==> src/rtl/lftc_pkg.sv <==
`default_nettype none
// ----------------------------------------------------------------------------
// lftc_pkg
// Shared types, mode codes, register indexes and reset values of the
// line follower turn controller.
// ----------------------------------------------------------------------------
package lftc_pkg;

   localparam int SAMPLE_BITS_DEFAULT = 12;
   localparam int DUTY_BITS_DEFAULT   = 16;

   localparam int PATH_BITS      = 4;
   localparam int MODE_BITS      = 3;
   localparam int CSR_INDEX_BITS = 2;

   localparam logic [CSR_INDEX_BITS-1:0] CSR_LINE_THRESHOLD = 2'd0;
   localparam logic [CSR_INDEX_BITS-1:0] CSR_FULL_DUTY      = 2'd1;
   localparam logic [CSR_INDEX_BITS-1:0] CSR_SLOW_DUTY      = 2'd2;

   localparam logic [31:0] LINE_THRESHOLD_RESET = 32'd600;
   localparam logic [31:0] FULL_DUTY_RESET      = 32'd65535;
   localparam logic [31:0] SLOW_DUTY_RESET      = 32'd16383;

   // free path bits
   localparam int PATH_FRONT = 0;
   localparam int PATH_RIGHT = 1;
   localparam int PATH_BACK  = 2;
   localparam int PATH_LEFT  = 3;

   typedef enum logic [7:0] {
      MODE_FOLLOW    = 8'b0000_0001,
      MODE_WAIT      = 8'b0000_0010,
      MODE_RIGHT     = 8'b0000_0100,
      MODE_RIGHT_CHK = 8'b0000_1000,
      MODE_LEFT      = 8'b0001_0000,
      MODE_LEFT_CHK  = 8'b0010_0000,
      MODE_UTURN     = 8'b0100_0000,
      MODE_UTURN_CHK = 8'b1000_0000
   } mode_type;

   localparam logic [MODE_BITS-1:0] CODE_FOLLOW    = 3'd0;
   localparam logic [MODE_BITS-1:0] CODE_WAIT      = 3'd1;
   localparam logic [MODE_BITS-1:0] CODE_RIGHT     = 3'd2;
   localparam logic [MODE_BITS-1:0] CODE_RIGHT_CHK = 3'd3;
   localparam logic [MODE_BITS-1:0] CODE_LEFT      = 3'd4;
   localparam logic [MODE_BITS-1:0] CODE_LEFT_CHK  = 3'd5;
   localparam logic [MODE_BITS-1:0] CODE_UTURN     = 3'd6;
   localparam logic [MODE_BITS-1:0] CODE_UTURN_CHK = 3'd7;

   typedef struct packed {
      mode_type mode;
      logic     on_line;
      logic     second_half;
   } ctl_type;

   function automatic logic [MODE_BITS-1:0] mode_code(input mode_type m);
      logic [MODE_BITS-1:0] code;
      case (m)
         MODE_FOLLOW:    code = CODE_FOLLOW;
         MODE_WAIT:      code = CODE_WAIT;
         MODE_RIGHT:     code = CODE_RIGHT;
         MODE_RIGHT_CHK: code = CODE_RIGHT_CHK;
         MODE_LEFT:      code = CODE_LEFT;
         MODE_LEFT_CHK:  code = CODE_LEFT_CHK;
         MODE_UTURN:     code = CODE_UTURN;
         MODE_UTURN_CHK: code = CODE_UTURN_CHK;
         default:        code = CODE_FOLLOW;
      endcase
      return code;
   endfunction

endpackage
`default_nettype wire

==> src/rtl/lftc_step.sv <==
`default_nettype none
// ----------------------------------------------------------------------------
// lftc_step
// Next-state logic for one control tick: sensor compares, mode update,
// crossing decision and motor duties.
// ----------------------------------------------------------------------------
module lftc_step #(
   parameter int SAMPLE_BITS = lftc_pkg::SAMPLE_BITS_DEFAULT,
   parameter int DUTY_BITS   = lftc_pkg::DUTY_BITS_DEFAULT
) (
   input  lftc_pkg::ctl_type               ctl,
   input  logic [DUTY_BITS-1:0]            held_a,
   input  logic [DUTY_BITS-1:0]            held_b,
   input  logic [SAMPLE_BITS-1:0]          line_threshold,
   input  logic [DUTY_BITS-1:0]            full_duty,
   input  logic [DUTY_BITS-1:0]            slow_duty,
   input  logic [SAMPLE_BITS-1:0]          right_sample,
   input  logic [SAMPLE_BITS-1:0]          left_sample,
   input  logic [SAMPLE_BITS-1:0]          cross_sample,
   input  logic [lftc_pkg::PATH_BITS-1:0]  free_paths,
   output lftc_pkg::ctl_type               ctl_next,
   output logic [DUTY_BITS-1:0]            duty_a_next,
   output logic [DUTY_BITS-1:0]            duty_b_next,
   output logic                            decided_next
);
   import lftc_pkg::*;

   localparam logic [DUTY_BITS-1:0] ZERO_DUTY = '0;

   logic                 right_on;
   logic                 left_on;
   logic                 cross_on;
   logic [DUTY_BITS-1:0] spin_a;
   logic [DUTY_BITS-1:0] spin_b;

   assign right_on = right_sample < line_threshold;
   assign left_on  = left_sample < line_threshold;
   assign cross_on = cross_sample < line_threshold;

   // right turn spins b, left and U turns spin a
   assign spin_a = (ctl.mode == MODE_RIGHT) ? ZERO_DUTY : full_duty;
   assign spin_b = (ctl.mode == MODE_RIGHT) ? full_duty : ZERO_DUTY;

   always_comb begin
      ctl_next     = ctl;
      duty_a_next  = held_a;
      duty_b_next  = held_b;
      decided_next = 1'b0;
      case (ctl.mode)
         MODE_FOLLOW: begin
            if (right_on && left_on) begin
               duty_a_next   = ZERO_DUTY;
               duty_b_next   = ZERO_DUTY;
               ctl_next.mode = MODE_WAIT;
            end else if (right_sample == left_sample) begin
               duty_a_next = full_duty;
               duty_b_next = full_duty;
            end else if (right_sample > left_sample) begin
               duty_a_next = full_duty;
               duty_b_next = slow_duty;
            end else begin
               duty_a_next = slow_duty;
               duty_b_next = full_duty;
            end
         end
         MODE_WAIT: begin
            if (!cross_on) begin
               duty_a_next = full_duty;
               duty_b_next = full_duty;
            end else begin
               duty_a_next      = ZERO_DUTY;
               duty_b_next      = ZERO_DUTY;
               ctl_next.on_line = 1'b1;
               decided_next     = |free_paths;
               if (free_paths[PATH_RIGHT]) begin
                  ctl_next.mode = MODE_RIGHT;
               end else if (free_paths[PATH_FRONT]) begin
                  ctl_next.mode = MODE_FOLLOW;
               end else if (free_paths[PATH_LEFT]) begin
                  ctl_next.mode = MODE_LEFT;
               end else if (free_paths[PATH_BACK]) begin
                  ctl_next.mode = MODE_UTURN;
               end
            end
         end
         MODE_RIGHT, MODE_LEFT, MODE_UTURN: begin
            if (ctl.on_line || !cross_on) begin
               duty_a_next = spin_a;
               duty_b_next = spin_b;
               if (!cross_on) begin
                  ctl_next.on_line = 1'b0;
               end
            end else begin
               // line crossed: turn step done
               duty_a_next      = ZERO_DUTY;
               duty_b_next      = ZERO_DUTY;
               ctl_next.on_line = 1'b1;
               if (ctl.mode == MODE_RIGHT) begin
                  ctl_next.mode = MODE_RIGHT_CHK;
               end else if (ctl.mode == MODE_LEFT) begin
                  ctl_next.mode = MODE_LEFT_CHK;
               end else if (ctl.second_half) begin
                  ctl_next.second_half = 1'b0;
                  ctl_next.mode        = MODE_UTURN_CHK;
               end else begin
                  ctl_next.second_half = 1'b1;
               end
            end
         end
         default: begin
            if (cross_on) begin
               duty_a_next = full_duty;
               duty_b_next = full_duty;
            end else begin
               ctl_next.mode    = MODE_FOLLOW;
               ctl_next.on_line = 1'b0;
            end
         end
      endcase
   end

endmodule
`default_nettype wire

==> src/rtl/line_follower_turn_controller.sv <==
`default_nettype none
// ----------------------------------------------------------------------------
// line_follower_turn_controller
// Takes one control tick per request (three reflectance samples and a mask of
// open ways) and returns one response with two motor duties, the mode after
// the tick and a crossing-decision flag. A request is taken every cycle unless
// a waiting response is stalled. The request is captured in the input
// register, and the tick logic loads the response register from it once that
// register is free to take a new response. The response register also holds
// the duties and mode kept between ticks.
// Registers: 0 line threshold, 1 full duty, 2 slow duty; csr_ready is always
// high and writes take effect on the next cycle.
// ----------------------------------------------------------------------------
module line_follower_turn_controller #(
   parameter int SAMPLE_BITS = lftc_pkg::SAMPLE_BITS_DEFAULT,
   parameter int DUTY_BITS   = lftc_pkg::DUTY_BITS_DEFAULT
) (
   input  logic                                 clock,
   input  logic                                 reset,
   input  logic                                 csr_valid,
   output logic                                 csr_ready,
   input  logic [lftc_pkg::CSR_INDEX_BITS-1:0]  csr_index,
   input  logic [((SAMPLE_BITS > DUTY_BITS) ? SAMPLE_BITS : DUTY_BITS)-1:0] csr_data,
   input  logic                                 req_valid,
   output logic                                 req_stall,
   input  logic [SAMPLE_BITS-1:0]               req_right_sample,
   input  logic [SAMPLE_BITS-1:0]               req_left_sample,
   input  logic [SAMPLE_BITS-1:0]               req_cross_sample,
   input  logic [lftc_pkg::PATH_BITS-1:0]       req_free_paths,
   output logic                                 rsp_valid,
   input  logic                                 rsp_stall,
   output logic [DUTY_BITS-1:0]                 rsp_duty_a,
   output logic [DUTY_BITS-1:0]                 rsp_duty_b,
   output logic [lftc_pkg::MODE_BITS-1:0]       rsp_mode,
   output logic                                 rsp_decided
);
   import lftc_pkg::*;

   logic [SAMPLE_BITS-1:0] line_threshold_ff;
   logic [DUTY_BITS-1:0]   full_duty_ff;
   logic [DUTY_BITS-1:0]   slow_duty_ff;

   logic                   s1_valid_ff;
   logic                   s1_valid_in;
   logic [SAMPLE_BITS-1:0] s1_right_ff;
   logic [SAMPLE_BITS-1:0] s1_left_ff;
   logic [SAMPLE_BITS-1:0] s1_cross_ff;
   logic [PATH_BITS-1:0]   s1_paths_ff;

   logic                   out_valid_ff;
   logic                   out_valid_in;
   ctl_type                ctl_ff;
   ctl_type                ctl_in;
   logic [DUTY_BITS-1:0]   duty_a_ff;
   logic [DUTY_BITS-1:0]   duty_a_in;
   logic [DUTY_BITS-1:0]   duty_b_ff;
   logic [DUTY_BITS-1:0]   duty_b_in;
   logic                   decided_ff;
   logic                   decided_in;

   logic                   req_take;
   logic                   out_free;
   logic                   advance;

   assign csr_ready = 1'b1;

   assign out_free  = !out_valid_ff || !rsp_stall;
   assign advance   = s1_valid_ff && out_free;
   assign req_stall = s1_valid_ff && !out_free;
   assign req_take  = req_valid && !req_stall;

   assign s1_valid_in  = req_take || (s1_valid_ff && !advance);
   assign out_valid_in = advance || (out_valid_ff && !out_free);

   always_ff @(posedge clock) begin
      if (reset) begin
         line_threshold_ff <= SAMPLE_BITS'(LINE_THRESHOLD_RESET);
         full_duty_ff      <= DUTY_BITS'(FULL_DUTY_RESET);
         slow_duty_ff      <= DUTY_BITS'(SLOW_DUTY_RESET);
      end else if (csr_valid && csr_ready) begin
         case (csr_index)
            CSR_LINE_THRESHOLD: line_threshold_ff <= csr_data[SAMPLE_BITS-1:0];
            CSR_FULL_DUTY:      full_duty_ff      <= csr_data[DUTY_BITS-1:0];
            CSR_SLOW_DUTY:      slow_duty_ff      <= csr_data[DUTY_BITS-1:0];
            default: begin
            end
         endcase
      end
   end

   always_ff @(posedge clock) begin
      if (req_take) begin
         s1_right_ff <= req_right_sample;
         s1_left_ff  <= req_left_sample;
         s1_cross_ff <= req_cross_sample;
         s1_paths_ff <= req_free_paths;
      end
   end

   lftc_step #(
      .SAMPLE_BITS (SAMPLE_BITS),
      .DUTY_BITS   (DUTY_BITS)
   ) u_step (
      .ctl            (ctl_ff),
      .held_a         (duty_a_ff),
      .held_b         (duty_b_ff),
      .line_threshold (line_threshold_ff),
      .full_duty      (full_duty_ff),
      .slow_duty      (slow_duty_ff),
      .right_sample   (s1_right_ff),
      .left_sample    (s1_left_ff),
      .cross_sample   (s1_cross_ff),
      .free_paths     (s1_paths_ff),
      .ctl_next       (ctl_in),
      .duty_a_next    (duty_a_in),
      .duty_b_next    (duty_b_in),
      .decided_next   (decided_in)
   );

   // response register doubles as the held tick state
   always_ff @(posedge clock) begin
      if (reset) begin
         s1_valid_ff          <= 1'b0;
         out_valid_ff         <= 1'b0;
         ctl_ff.mode          <= MODE_FOLLOW;
         ctl_ff.on_line       <= 1'b0;
         ctl_ff.second_half   <= 1'b0;
         duty_a_ff            <= '0;
         duty_b_ff            <= '0;
         decided_ff           <= 1'b0;
      end else begin
         s1_valid_ff  <= s1_valid_in;
         out_valid_ff <= out_valid_in;
         if (advance) begin
            ctl_ff     <= ctl_in;
            duty_a_ff  <= duty_a_in;
            duty_b_ff  <= duty_b_in;
            decided_ff <= decided_in;
         end
      end
   end

   assign rsp_valid   = out_valid_ff;
   assign rsp_duty_a  = duty_a_ff;
   assign rsp_duty_b  = duty_b_ff;
   assign rsp_mode    = mode_code(ctl_ff.mode);
   assign rsp_decided = decided_ff;

`ifndef SYNTH
   a_second_half_in_uturn: assert property (@(posedge clock) disable iff (reset)
      ctl_ff.second_half |-> ctl_ff.mode == MODE_UTURN)
      else $error("second half flag set outside U turn");

   a_check_on_line: assert property (@(posedge clock) disable iff (reset)
      (ctl_ff.mode == MODE_RIGHT_CHK || ctl_ff.mode == MODE_LEFT_CHK ||
       ctl_ff.mode == MODE_UTURN_CHK) |-> ctl_ff.on_line)
      else $error("check mode without on-line flag");

   a_decided_stops: assert property (@(posedge clock) disable iff (reset)
      (rsp_valid && rsp_decided) |->
         (rsp_duty_a == '0 && rsp_duty_b == '0 && rsp_mode != CODE_WAIT))
      else $error("crossing decision without stop or mode change");
`endif

endmodule
`default_nettype wire
==> config.mk <==
export PLATFORM = sky130hd
export DESIGN_NAME = line_follower_turn_controller
export DESIGN_NICKNAME = d
export VERILOG_FILES = /design/src/rtl/lftc_pkg.sv /design/src/rtl/lftc_step.sv /design/src/rtl/line_follower_turn_controller.sv
export SDC_FILE = /design/constraint.sdc
export NUM_CORES = 1
export LEC_CHECK = 0
export ABC_AREA = 1
export BUFFER_PORTS_ARGS = -buffer_cell sky130_fd_sc_hd__buf_2
export CAP_MARGIN = 20
export CORE_ASPECT_RATIO = 0.5
export CORE_MARGIN = 2
export CORE_UTILIZATION = 43
export DETAILED_ROUTE_END_ITERATION = 16
export GPL_TIMING_DRIVEN = 1
export PLACE_DENSITY_LB_ADDON = 0.25
export SETUP_SLACK_MARGIN = 0.1
export SLEW_MARGIN = 0
export SYNTH_ARGS = -nofsm -noshare
export SYNTH_HDL_FRONTEND = slang
export SYNTH_SLANG_ARGS = --single-unit
==> constraint.sdc <==
create_clock -name clock -period 2.1 [get_ports clock]
set_input_delay 0.42 -clock clock [delete_from_list [all_inputs] [get_ports clock]]
set_output_delay 0.42 -clock clock [all_outputs]
set_load 0.05 [all_outputs]
==> out/results.ini <==
[status]
status=finished with violations
violations=negative setup slack

[timing]
max_freq_ghz=0.441
slew_violations=0
finalCritPeriodShare_pct=108
fin_skew_ns=0.0110
setup_viol=39
rsz0062_at_grt=yes
max_slew_margin_pct=51.7
min_period_ns=2.27
worst_slack_ns=-0.167
tns_ns=-3.58
hold_viol=0
worstMarginPinSlew_ns=0.723

[critical_path]
r2r_cells=15
reg2reg_to=rsp_duty_a[15]
crit_chain=ha_4, nand2_4, nor2_4, nand2_1, nor2_1, nand2_1, nand2_2, nor2_4, nor2_4, buf_6, buf_12, nand3_1, nand3b_1, nand2_1, inv_1
cp.arrival_ns=2.64
slowest_delay_ns=0.49
critPathLaunchType=register
reg2reg_from=s1_right_ff[11]
cpMaxStageDelayCell=edfxtp_1
worst-path-max-fanout=8
crit_buf_inv=3
crit_start=s1_right_ff[11]
reg2reg_slack_ns=-0.17
critPathKind=reg -> reg
critical_path_required_ns=2.47
endpoint_kind=register
crit_family=simple AND/OR/NAND/NOR gates

[floorplanning]
ios=102
die_y_um=98.3
rows=34
coreArea_mm2=0.0174
dieArea_mm2=0.0189
initial_core_util_pct=43.9
die_w_um=193

[synth]
async_flop_share_pct=0
ys_seq_elements=129
mappedNetlistNets=1183
synth_cell_types=33
synth_top_flop_cell=dfxtp_1
avgSynthCellArea_um2=7.11
yosysSeqAreaShare_pct=39.0
synth_top_cell_by_area=dfxtp_1
synth_area_mm2=0.00764
synth_edf_count=40
synthTopCellsByArea=dfxtp_1 23%, edfxtp_1 16%, nand2_1 16%, inv_1 9.0%, ha_1 7.4%
synth_top_area_share_pct=23.3
yosysWarnings=0
syn_inst=1075

[cells_and_area]
antenna_cells=0
final_common_cell=nand2_1
fin_area_mm2=0.0107
syn_to_final_growth_pct=39.8
final_layout_size_suffix_gt1_share_pct=31.4
fillers=1492
final_cell_mix=268 x nand2_1, 168 x inv_1, 97 x buf_2
final_nets=1343

[clock_network]
cts_tree=built
path_clk_slew_ns=0.06
clock-sinks=129
cts_buffers=17
h-tree-depth=4
worstSkewPairLatency_ns=0.43
clockBufferDepth=2
cts_root_buffer=clkbuf_16

[routing]
drc=0
totalWireLength_mm=24.0
dr.first_iter.drc_count=510
post_drt_wl_per_cell_um=16.2
final_antenna_net_count=0
via_per_inst=5.15
num_vias=7637
drtPass1Iterations=5

[global_routing]
antenna_found_initial=0
grt_start_max_net_pins=37
grt_pass1_wl_mm=36.4
grt_pass1_vias=7105
track_usage_pct=24.7
gr-total-overflow=0

[hold_path]
hold_class=in -> reg
hold_depth=1
min_to=s1_left_ff[1]
min_from=req_left_sample[1]

[power]
p_leak_nw=5.45
p_int_mw=6.95
power_mw=11.7
vdd_ir_drop_max_mv=0.670
pwr-share-seq_pct=27.2
clockPowerShare_pct=25.4
p_sw_share_pct=40.5
switchingPower_mw=4.74
p_per_area_mw_per_mm2=1090
p_comb_share_pct=47.4

[placed_design]
port_buffers=100
place.detailed.hpwl_mm=15.8
gp_congestion=0.863
dpl_cell_area_mm2=0.00880

[job]
cap_violations=0

==> through the flow <==
step           instances  worst slack [ns]  hold WS (ns)  util (%)
6_report            1482            -0.167         0.171      61.4
5_1_grt             1482            -0.252         0.161      61.4
4_1_cts             1467           -0.0590         0.160      56.6
3_5_place_dp        1419            -0.140         0.458      50.6
3_3_place_gp        1419           -0.0863         0.454      50.6
2_1_floorplan       1075             0.117         0.440         -
==> synthesized netlist by cell type, types with 4 or more instances <==
cell type / n
nand2_1: 318
inv_1: 183
nand3_1: 112
dfxtp_1: 89
nor2_1: 54
nand3b_1: 46
ha_1: 45
edfxtp_1: 40
o211ai_1: 29
o21ai_0: 27
a21oi_1: 26
nand4_1: 24
buf_2: 19
clkbuf_1: 17
inv_2: 8
nor2_2: 6
nor3_1: 5
nand2_2: 4
==> layout make-up <==
class	count	area (um^2)	area share [%]
Timing Repair Buffer	184	1520	14.2
Sequential cell	129	3010	28.2
Clock buffer	22	475	4.45
Clock inverter	10	106	0.995
Tap cell	234	293	2.74
Inverter	191	737	6.90
Multi-Input combinational cell	712	4550	42.6
==> power by group through the flow <==
stage	logic, mW	clock network, mW	registers [mW]
after floorplan	2.11	0	3.81
after global placement	3.79	0	3.18
after CTS	4.54	3.00	3.16
after detailed placement	3.86	0	3.18
final	5.54	2.97	3.18
after global routing	5.94	3.11	3.22
==> metal layers <==
layer  wire length, um  track usage [%]  part of all wire, %  vias to the layer above
met5                 0                0                    0                        -
met4               354             7.22                  1.5                        0
met3              1710             4.74                  7.1                       30
met2             10300             37.0                   43                      279
met1             11700             36.0                   49                     3545
li1                  -                -                    -                     3783
==> what timing repair did <==
action	4_1_cts	5_1_grt
hold endpoints to repair	0	0
gates resized for setup	76	168
pin swaps	10	68
cloned	2	4
endpoints found under the setup margin	43	46
hold buffers	0	0
setup buffers	14	12
==> worst max-delay path by stage <==
stage	endpoint	slack, ns	depth (start not counted)
2_1_floorplan	s1_cross_ff[0]	0.12	5
5_1_grt	rsp_duty_a[8]	-0.25	15
4_1_cts	rsp_duty_b[10]	-0.06	13
3_3_place_gp	rsp_duty_a[15]	-0.09	14
6_report	rsp_duty_a[15]	-0.17	15
3_5_place_dp	rsp_duty_a[15]	-0.14	15
==> cell families (layout without fill, tap and decap cells) <==
group / after synthesis / in the layout / share of synthesized area, %
buffers and inverters: 234 / 407 / 12.2
and+or+nand+nor: 580 / 580 / 34.7
DFF: 129 / 129 / 39.0
other: 1 / 1 / 0.0491
AOI/OAI and AO/OA: 86 / 86 / 6.71
adders and majority gates: 45 / 45 / 7.37
==> sequential cells by signal, indices dropped and copies added (netlist names), named ones only <==
| signal | cells |
|---|---|
| ctl_ff | 10 |
| full_duty_ff | 16 |
| line_threshold_ff | 12 |
| rsp_decided | 1 |
| rsp_duty_a | 16 |
| rsp_duty_b | 16 |
| s1_cross_ff | 12 |
| s1_left_ff | 12 |
| s1_paths_ff | 4 |
| s1_right_ff | 12 |
| s1_valid_ff | 1 |
| slow_duty_ff | 16 |
(Power assumes the default switching activity.)
